$ cat src/sv/lrm_pkg.sv
// Shared types and constants for the label region moments block.
// No dependencies; imported by lrm_pos and label_region_moments.
package lrm_pkg;

	localparam int PIX_W  = 8;
	localparam int CFG_W  = 13;
	localparam int ADDR_W = 2;
	localparam int SIZE_W = 16;

	localparam int W_AREA = 25;
	localparam int W_X    = 35;
	localparam int W_Y    = 35;
	localparam int W_XX   = 47;
	localparam int W_XY   = 46;
	localparam int W_YY   = 47;

	localparam logic [ADDR_W-1:0] REG_MASK_LABEL   = 2'd0;
	localparam logic [ADDR_W-1:0] REG_FRAME_WIDTH  = 2'd1;
	localparam logic [ADDR_W-1:0] REG_FRAME_HEIGHT = 2'd2;

	localparam logic [CFG_W-1:0] FRAME_SIZE_RESET = 13'd4096;

	typedef struct packed {
		logic row_end;
		logic frame_end;
	} pos_flags_t;

endpackage

$ cat src/sv/lrm_pos.sv
// Raster position counters with frame size clamping.
// Depends on lrm_pkg for the size width and the flag struct.
module lrm_pos import lrm_pkg::*; #(
	parameter int MAX_WIDTH  = 4096,
	parameter int MAX_HEIGHT = 4096,
	localparam int CW = (MAX_WIDTH  > 1) ? $clog2(MAX_WIDTH)  : 1,
	localparam int RW = (MAX_HEIGHT > 1) ? $clog2(MAX_HEIGHT) : 1
) (
	input  logic             clk,
	input  logic             arst_n,
	input  logic             advance,
	input  logic [CFG_W-1:0] frame_width,
	input  logic [CFG_W-1:0] frame_height,
	output logic [CW-1:0]    x,
	output logic [RW-1:0]    y,
	output pos_flags_t       flags
);

	logic [CW-1:0]     col_q;
	logic [RW-1:0]     row_q;
	logic [SIZE_W-1:0] w_eff;
	logic [SIZE_W-1:0] h_eff;
	logic [SIZE_W-1:0] fw_ext;
	logic [SIZE_W-1:0] fh_ext;

	assign fw_ext = SIZE_W'(frame_width);
	assign fh_ext = SIZE_W'(frame_height);

	always_comb begin
		if (fw_ext == '0) begin
			w_eff = SIZE_W'(1);
		end else if (fw_ext > SIZE_W'(MAX_WIDTH)) begin
			w_eff = SIZE_W'(MAX_WIDTH);
		end else begin
			w_eff = fw_ext;
		end
		if (fh_ext == '0) begin
			h_eff = SIZE_W'(1);
		end else if (fh_ext > SIZE_W'(MAX_HEIGHT)) begin
			h_eff = SIZE_W'(MAX_HEIGHT);
		end else begin
			h_eff = fh_ext;
		end
	end

	assign x = col_q;
	assign y = row_q;
	assign flags.row_end   = (SIZE_W'(col_q) + SIZE_W'(1)) >= w_eff;
	assign flags.frame_end = flags.row_end && ((SIZE_W'(row_q) + SIZE_W'(1)) >= h_eff);

	always_ff @(posedge clk or negedge arst_n) begin
		if (!arst_n) begin
			col_q <= '0;
			row_q <= '0;
		end else if (advance) begin
			if (!flags.row_end) begin
				col_q <= col_q + CW'(1);
			end else begin
				col_q <= '0;
				if (flags.frame_end) begin
					row_q <= '0;
				end else begin
					row_q <= row_q + RW'(1);
				end
			end
		end
	end

endmodule

$ cat src/sv/label_region_moments.sv
// Second order raw moments of one label over a raster mask frame.
// Result path: a frame's last accepted pixel moves through stage 1 and stage 2 into the output register.
// Throughput: one pixel per cycle; the pipeline holds only when a frame result
// reaches the output register while the previous result is still waiting.
// Reset: counters, sums and valid bits clear; label resets to 0, sizes to 4096.
// Depends on lrm_pkg and lrm_pos.
module label_region_moments import lrm_pkg::*; #(
	parameter int MAX_WIDTH  = 4096,
	parameter int MAX_HEIGHT = 4096
) (
	input  logic              clk,
	input  logic              arst_n,
	input  logic              cfg_we,
	input  logic [ADDR_W-1:0] cfg_addr,
	input  logic [CFG_W-1:0]  cfg_wdata,
	input  logic              in_valid,
	output logic              in_ready,
	input  logic [PIX_W-1:0]  mask_pixel,
	output logic              out_valid,
	input  logic              out_ready,
	output logic [W_AREA-1:0] area,
	output logic [W_X-1:0]    sum_x,
	output logic [W_Y-1:0]    sum_y,
	output logic [W_XX-1:0]   sum_xx,
	output logic [W_XY-1:0]   sum_xy,
	output logic [W_YY-1:0]   sum_yy
);

	localparam int CW = (MAX_WIDTH  > 1) ? $clog2(MAX_WIDTH)  : 1;
	localparam int RW = (MAX_HEIGHT > 1) ? $clog2(MAX_HEIGHT) : 1;

	logic [PIX_W-1:0] mask_label_q;
	logic [CFG_W-1:0] frame_width_q;
	logic [CFG_W-1:0] frame_height_q;

	logic          advance;
	logic          accept;
	logic [CW-1:0] x_cur;
	logic [RW-1:0] y_cur;
	pos_flags_t    flags_cur;

	logic          v_s1, match_s1, last_s1;
	logic [CW-1:0] x_s1;
	logic [RW-1:0] y_s1;

	logic             v_s2, last_s2, one_s2;
	logic [CW-1:0]    x_s2;
	logic [RW-1:0]    y_s2;
	logic [2*CW-1:0]  xx_s2;
	logic [CW+RW-1:0] xy_s2;
	logic [2*RW-1:0]  yy_s2;

	logic [W_AREA-1:0] acc_area_q, nxt_area;
	logic [W_X-1:0]    acc_x_q, nxt_x;
	logic [W_Y-1:0]    acc_y_q, nxt_y;
	logic [W_XX-1:0]   acc_xx_q, nxt_xx;
	logic [W_XY-1:0]   acc_xy_q, nxt_xy;
	logic [W_YY-1:0]   acc_yy_q, nxt_yy;
	logic              out_valid_q;

	always_ff @(posedge clk or negedge arst_n) begin
		if (!arst_n) begin
			mask_label_q   <= '0;
			frame_width_q  <= FRAME_SIZE_RESET;
			frame_height_q <= FRAME_SIZE_RESET;
		end else if (cfg_we) begin
			unique case (cfg_addr)
				REG_MASK_LABEL:   mask_label_q   <= cfg_wdata[PIX_W-1:0];
				REG_FRAME_WIDTH:  frame_width_q  <= cfg_wdata;
				REG_FRAME_HEIGHT: frame_height_q <= cfg_wdata;
				default: ;
			endcase
		end
	end

	// Hold the whole pipe only when a frame result would overwrite a waiting one.
	assign advance  = !(out_valid_q && !out_ready && v_s2 && last_s2);
	assign in_ready = advance;
	assign accept   = in_valid && advance;

	lrm_pos #(
		.MAX_WIDTH  (MAX_WIDTH),
		.MAX_HEIGHT (MAX_HEIGHT)
	) u_pos (
		.clk          (clk),
		.arst_n       (arst_n),
		.advance      (accept),
		.frame_width  (frame_width_q),
		.frame_height (frame_height_q),
		.x            (x_cur),
		.y            (y_cur),
		.flags        (flags_cur)
	);

	always_ff @(posedge clk or negedge arst_n) begin
		if (!arst_n) begin
			v_s1 <= 1'b0;
			v_s2 <= 1'b0;
		end else if (advance) begin
			v_s1 <= in_valid;
			v_s2 <= v_s1;
		end
	end

	always_ff @(posedge clk) begin
		if (advance) begin
			match_s1 <= (mask_pixel == mask_label_q);
			last_s1  <= flags_cur.frame_end;
			x_s1     <= x_cur;
			y_s1     <= y_cur;

			last_s2 <= last_s1;
			one_s2  <= match_s1;
			x_s2    <= match_s1 ? x_s1 : '0;
			y_s2    <= match_s1 ? y_s1 : '0;
			xx_s2   <= match_s1 ? (2*CW)'(x_s1) * (2*CW)'(x_s1) : '0;
			xy_s2   <= match_s1 ? (CW+RW)'(x_s1) * (CW+RW)'(y_s1) : '0;
			yy_s2   <= match_s1 ? (2*RW)'(y_s1) * (2*RW)'(y_s1) : '0;
		end
	end

	always_comb begin
		nxt_area = acc_area_q + W_AREA'(one_s2);
		nxt_x    = acc_x_q + W_X'(x_s2);
		nxt_y    = acc_y_q + W_Y'(y_s2);
		nxt_xx   = acc_xx_q + W_XX'(xx_s2);
		nxt_xy   = acc_xy_q + W_XY'(xy_s2);
		nxt_yy   = acc_yy_q + W_YY'(yy_s2);
	end

	always_ff @(posedge clk or negedge arst_n) begin
		if (!arst_n) begin
			acc_area_q  <= '0;
			acc_x_q     <= '0;
			acc_y_q     <= '0;
			acc_xx_q    <= '0;
			acc_xy_q    <= '0;
			acc_yy_q    <= '0;
			out_valid_q <= 1'b0;
		end else begin
			if (out_valid_q && out_ready) begin
				out_valid_q <= 1'b0;
			end
			if (advance && v_s2) begin
				if (last_s2) begin
					acc_area_q  <= '0;
					acc_x_q     <= '0;
					acc_y_q     <= '0;
					acc_xx_q    <= '0;
					acc_xy_q    <= '0;
					acc_yy_q    <= '0;
					out_valid_q <= 1'b1;
				end else begin
					acc_area_q <= nxt_area;
					acc_x_q    <= nxt_x;
					acc_y_q    <= nxt_y;
					acc_xx_q   <= nxt_xx;
					acc_xy_q   <= nxt_xy;
					acc_yy_q   <= nxt_yy;
				end
			end
		end
	end

	always_ff @(posedge clk) begin
		if (advance && v_s2 && last_s2) begin
			area   <= nxt_area;
			sum_x  <= nxt_x;
			sum_y  <= nxt_y;
			sum_xx <= nxt_xx;
			sum_xy <= nxt_xy;
			sum_yy <= nxt_yy;
		end
	end

	assign out_valid = out_valid_q;

	a_stall_only_on_full: assert property (@(posedge clk) disable iff (!arst_n)
		!in_ready |-> out_valid && !out_ready)
		else $error("input stalled without a waiting result");

	a_result_from_frame_end: assert property (@(posedge clk) disable iff (!arst_n)
		$rose(out_valid) |-> $past(v_s2 && last_s2))
		else $error("result raised without a frame end");

	a_counters_wrap: assert property (@(posedge clk) disable iff (!arst_n)
		accept && flags_cur.frame_end |=> x_cur == '0 && y_cur == '0)
		else $error("position not cleared after frame end");

endmodule

$ cat config.mk
export PLATFORM = sky130hd
export DESIGN_NAME = label_region_moments
export DESIGN_NICKNAME = d
export VERILOG_FILES = /design/src/sv/lrm_pkg.sv /design/src/sv/lrm_pos.sv /design/src/sv/label_region_moments.sv
export SDC_FILE = /design/constraint.sdc
export NUM_CORES = 2
export LEC_CHECK = 0
export BUFFER_PORTS_ARGS = -buffer_cell sky130_fd_sc_hd__buf_2
export CORE_UTILIZATION = 63
export CTS_CLUSTER_SIZE = 25
export DETAILED_ROUTE_END_ITERATION = 8
export GPL_ROUTABILITY_DRIVEN = 0
export MAX_ROUTING_LAYER = met4
export PLACE_DENSITY = 0.93
export SYNTH_ARGS = -nofsm -noshare
export SYNTH_HDL_FRONTEND = slang
export SYNTH_SLANG_ARGS = --single-unit
$ cat constraint.sdc
create_clock -name clk -period 8.37 [get_ports clk]
set_input_delay 1.674 -clock clk [delete_from_list [all_inputs] [get_ports clk]]
set_output_delay 1.674 -clock clk [all_outputs]
set_load 0.01 [all_outputs]
==> metrics.txt <==
final core occ 0.6992; area of the multi-input gates roughly 24,000 um^2; initial DRC count between 4,000 and 5,000; Mapped Area about 45,000 um^2; TritonRoute pass-1 iters 9; first-pass GRT wire length roughly 180 mm; Post-synth EDFFs between 300 and 400; hold_buf cts 0; asr flop ratio synth 0.4547; Critical path origin x_s1[3]; violated checks DRC; final period utilization 0.7767; drt drc 1; Seq/Total Area, Yosys 0.4037; Tot GR Track Use 0.3232; pin count of the biggest net entering global routing 169; post-CTS resize count 0; max-cap check violation count 0; worst vdd ir about 400 uV; Setup violations, final 0; Crit path required time about 8700 ps; dpl ws about 2100 ps; Reg-to-Reg Start x_s1[3]; CP arrival slightly below 7000 ps; Synth Warn # 0; worst slew pin tran between 1000 and 1500 ps; overall power around 14 mW; Vias per Instance 6.332; critical path peak fanout 25; post-route ant nets 0; RSZ-0062 raised after global routing false; Main synth FF type edfxtp_1; Slew Viols, Final 0; worst r2r dst xx_s2[23]; Worst slew margin 0.1686; average wire per standard cell 20.73 um; initial antenna violation count 2; Fillers ~4,500; synth unique cells 97; Register Area approximately 18,000 um^2; port bufs around 260; PwrDens between 200 and 300 nW/um^2; share of layout cells above drive strength 1 0.1068; I/O pins ~270; Max H-tree Level 3; Final Hold Fails 0; Syn Nets 4,896; CTS tree built; CTS Root Cell clkbuf_16; die height 268.6 um; Critical Path End xx_s2[23]; fin crit period 6501 ps; floorplan row count slightly below 100; nets ~5,000; R2R cell count 20; die area around 70,000 um^2; hold_ws around 460 ps; final setup TNS 0 ps; max frequency roughly 150 MHz; Area growth, synth to finish 9.585%; final worst setup slack ~1900 ps; critical setup path kind reg -> reg; via count 34,540; Skew-Pair Late Insertion Delay between 600 and 700 ps; CP Capture Type register; largest buffer count on any clock path 3; WL final approximately 110 mm; GR Overflow Total 0; clock-pin slew on the worst setup and hold paths approximately 70 ps; vias in the first global route between 30,000 and 40,000; Startpoint Class register; Hold WC Path Type reg -> reg; placed wire-length estimate roughly 76 mm; outcome complete, but fails checks; core region area 70,150 um^2; Synth Register Bits 651; CTS sink count 651; r2r setup slk between 1500 and 2000 ps; Avg Cell Area, Syn approximately 10 um^2; Starting Density 0.6381; TritonCTS buffer count approximately 70; worst clock skew 35.11 ps; Syn Inst Count between 4,000 and 5,000; Die W between 200 and 300 um; Post-CTS Setup Bufs 0; Leak roughly 23 nW
## critical path, cell delays in order (launching register included)
cell and delay (ps):
edfxtp_1 1050, nand2_1 220, inv_1 150, fa_1 470
fa_1 520, inv_1 50, fa_1 500, inv_1 70
fa_1 550, inv_1 60, fa_1 530, inv_1 40
ha_1 350, nor2_1 60, nor2_1 150, o41ai_2 160
o311ai_0 790, nand4_1 210, nand2_1 120, xor2_1 130
nor2_1 50
## worst min path at each step
stage / from / to / slack [ps] / cells after the start
6_report: v_s1 / v_s2 / 460 / 2
5_1_grt: acc_area_q[0] / acc_area_q[0] / 500 / 2
4_1_cts: v_s1 / v_s2 / 460 / 2
3_5_place_dp: v_s1 / v_s2 / 430 / 2
3_3_place_gp: v_s1 / v_s2 / 420 / 2
2_1_floorplan: last_s1 / last_s2 / 400 / 0
## sequential cells by signal, summed over array words and instances, names as in the netlist, 24 cells and up
signal / cells
acc_xx_q: 47
acc_yy_q: 47
sum_xx: 47
sum_yy: 47
acc_xy_q: 46
sum_xy: 46
acc_x_q: 35
acc_y_q: 35
sum_x: 35
sum_y: 35
acc_area_q: 25
area: 25
xy_s2: 24
## synth_stat cells, types with 119 or more instances
master / n / area share
nor2_1: 185 / 0.016
a21oi_1: 149 / 0.017
nand2_1: 387 / 0.032
xnor2_1: 182 / 0.036
and2_1: 191 / 0.027
nand3_1: 139 / 0.016
dfrtp_1: 294 / 0.16
clkbuf_1: 169 / 0.014
o21ai_0: 172 / 0.019
ha_1: 304 / 0.085
xor2_1: 119 / 0.023
fa_1: 267 / 0.12
inv_1: 478 / 0.040
edfxtp_1: 355 / 0.24
## where the power goes
| part | internal, mW | total (mW) | switching [mW] |
|---|---|---|---|
| Combinational | 2.41 | 5.96 | 3.55 |
| Clock | 1.81 | 3.17 | 1.36 |
| Sequential | 3.81 | 4.49 | 0.679 |
## cells in the final DEF (no fill, tap or decap), types with 182 or more instances in the layout
master / netlist / final
and2_1: 191 / 191
nor2_1: 185 / 184
edfxtp_1: 355 / 355
fa_1: 267 / 267
xnor2_1: 182 / 182
inv_1: 478 / 477
ha_1: 304 / 304
dfrtp_1: 294 / 294
nand2_1: 387 / 385
buf_2: 13 / 263
## per-stage QoR
stage               std cells  area [um^2]
floorplan                4297        44760
global placement         5325        46710
detailed placement       5325        46710
CTS                      5452        49050
global route             5454        49050
finish                   5454        49050
## cell families after synthesis
logic type               share of synthesized area
AND/OR/NAND/NOR                             0.1350
AO/OA/AOI/OAI                               0.1283
buffers and inverters                      0.05747
flip-flops                                  0.4037
adder cells (fa/ha/maj)                     0.2044
XOR/XNOR                                   0.05890
multiplexers                               0.01227
## layer usage
layer  up-vias  global-route usage  part of all wire
met5         -                   -                 0
met4         0              0.1629             0.056
met3       550             0.06447              0.10
met2      2166              0.5155              0.48
met1     16630              0.3926              0.37
li1      15190                   -                 -
## area by class of cell
type / count / share of cell area
repair buffers: 285 / 0.03061
well taps: 940 / 0.02398
flip-flops and latches: 651 / 0.3684
multi-input cells: 2969 / 0.4925
clock buffers: 84 / 0.03655
diodes: 2 / 0.0001020
inverters: 480 / 0.03688
clock inverters: 43 / 0.01099
Power figures use the tool's default switching activity.
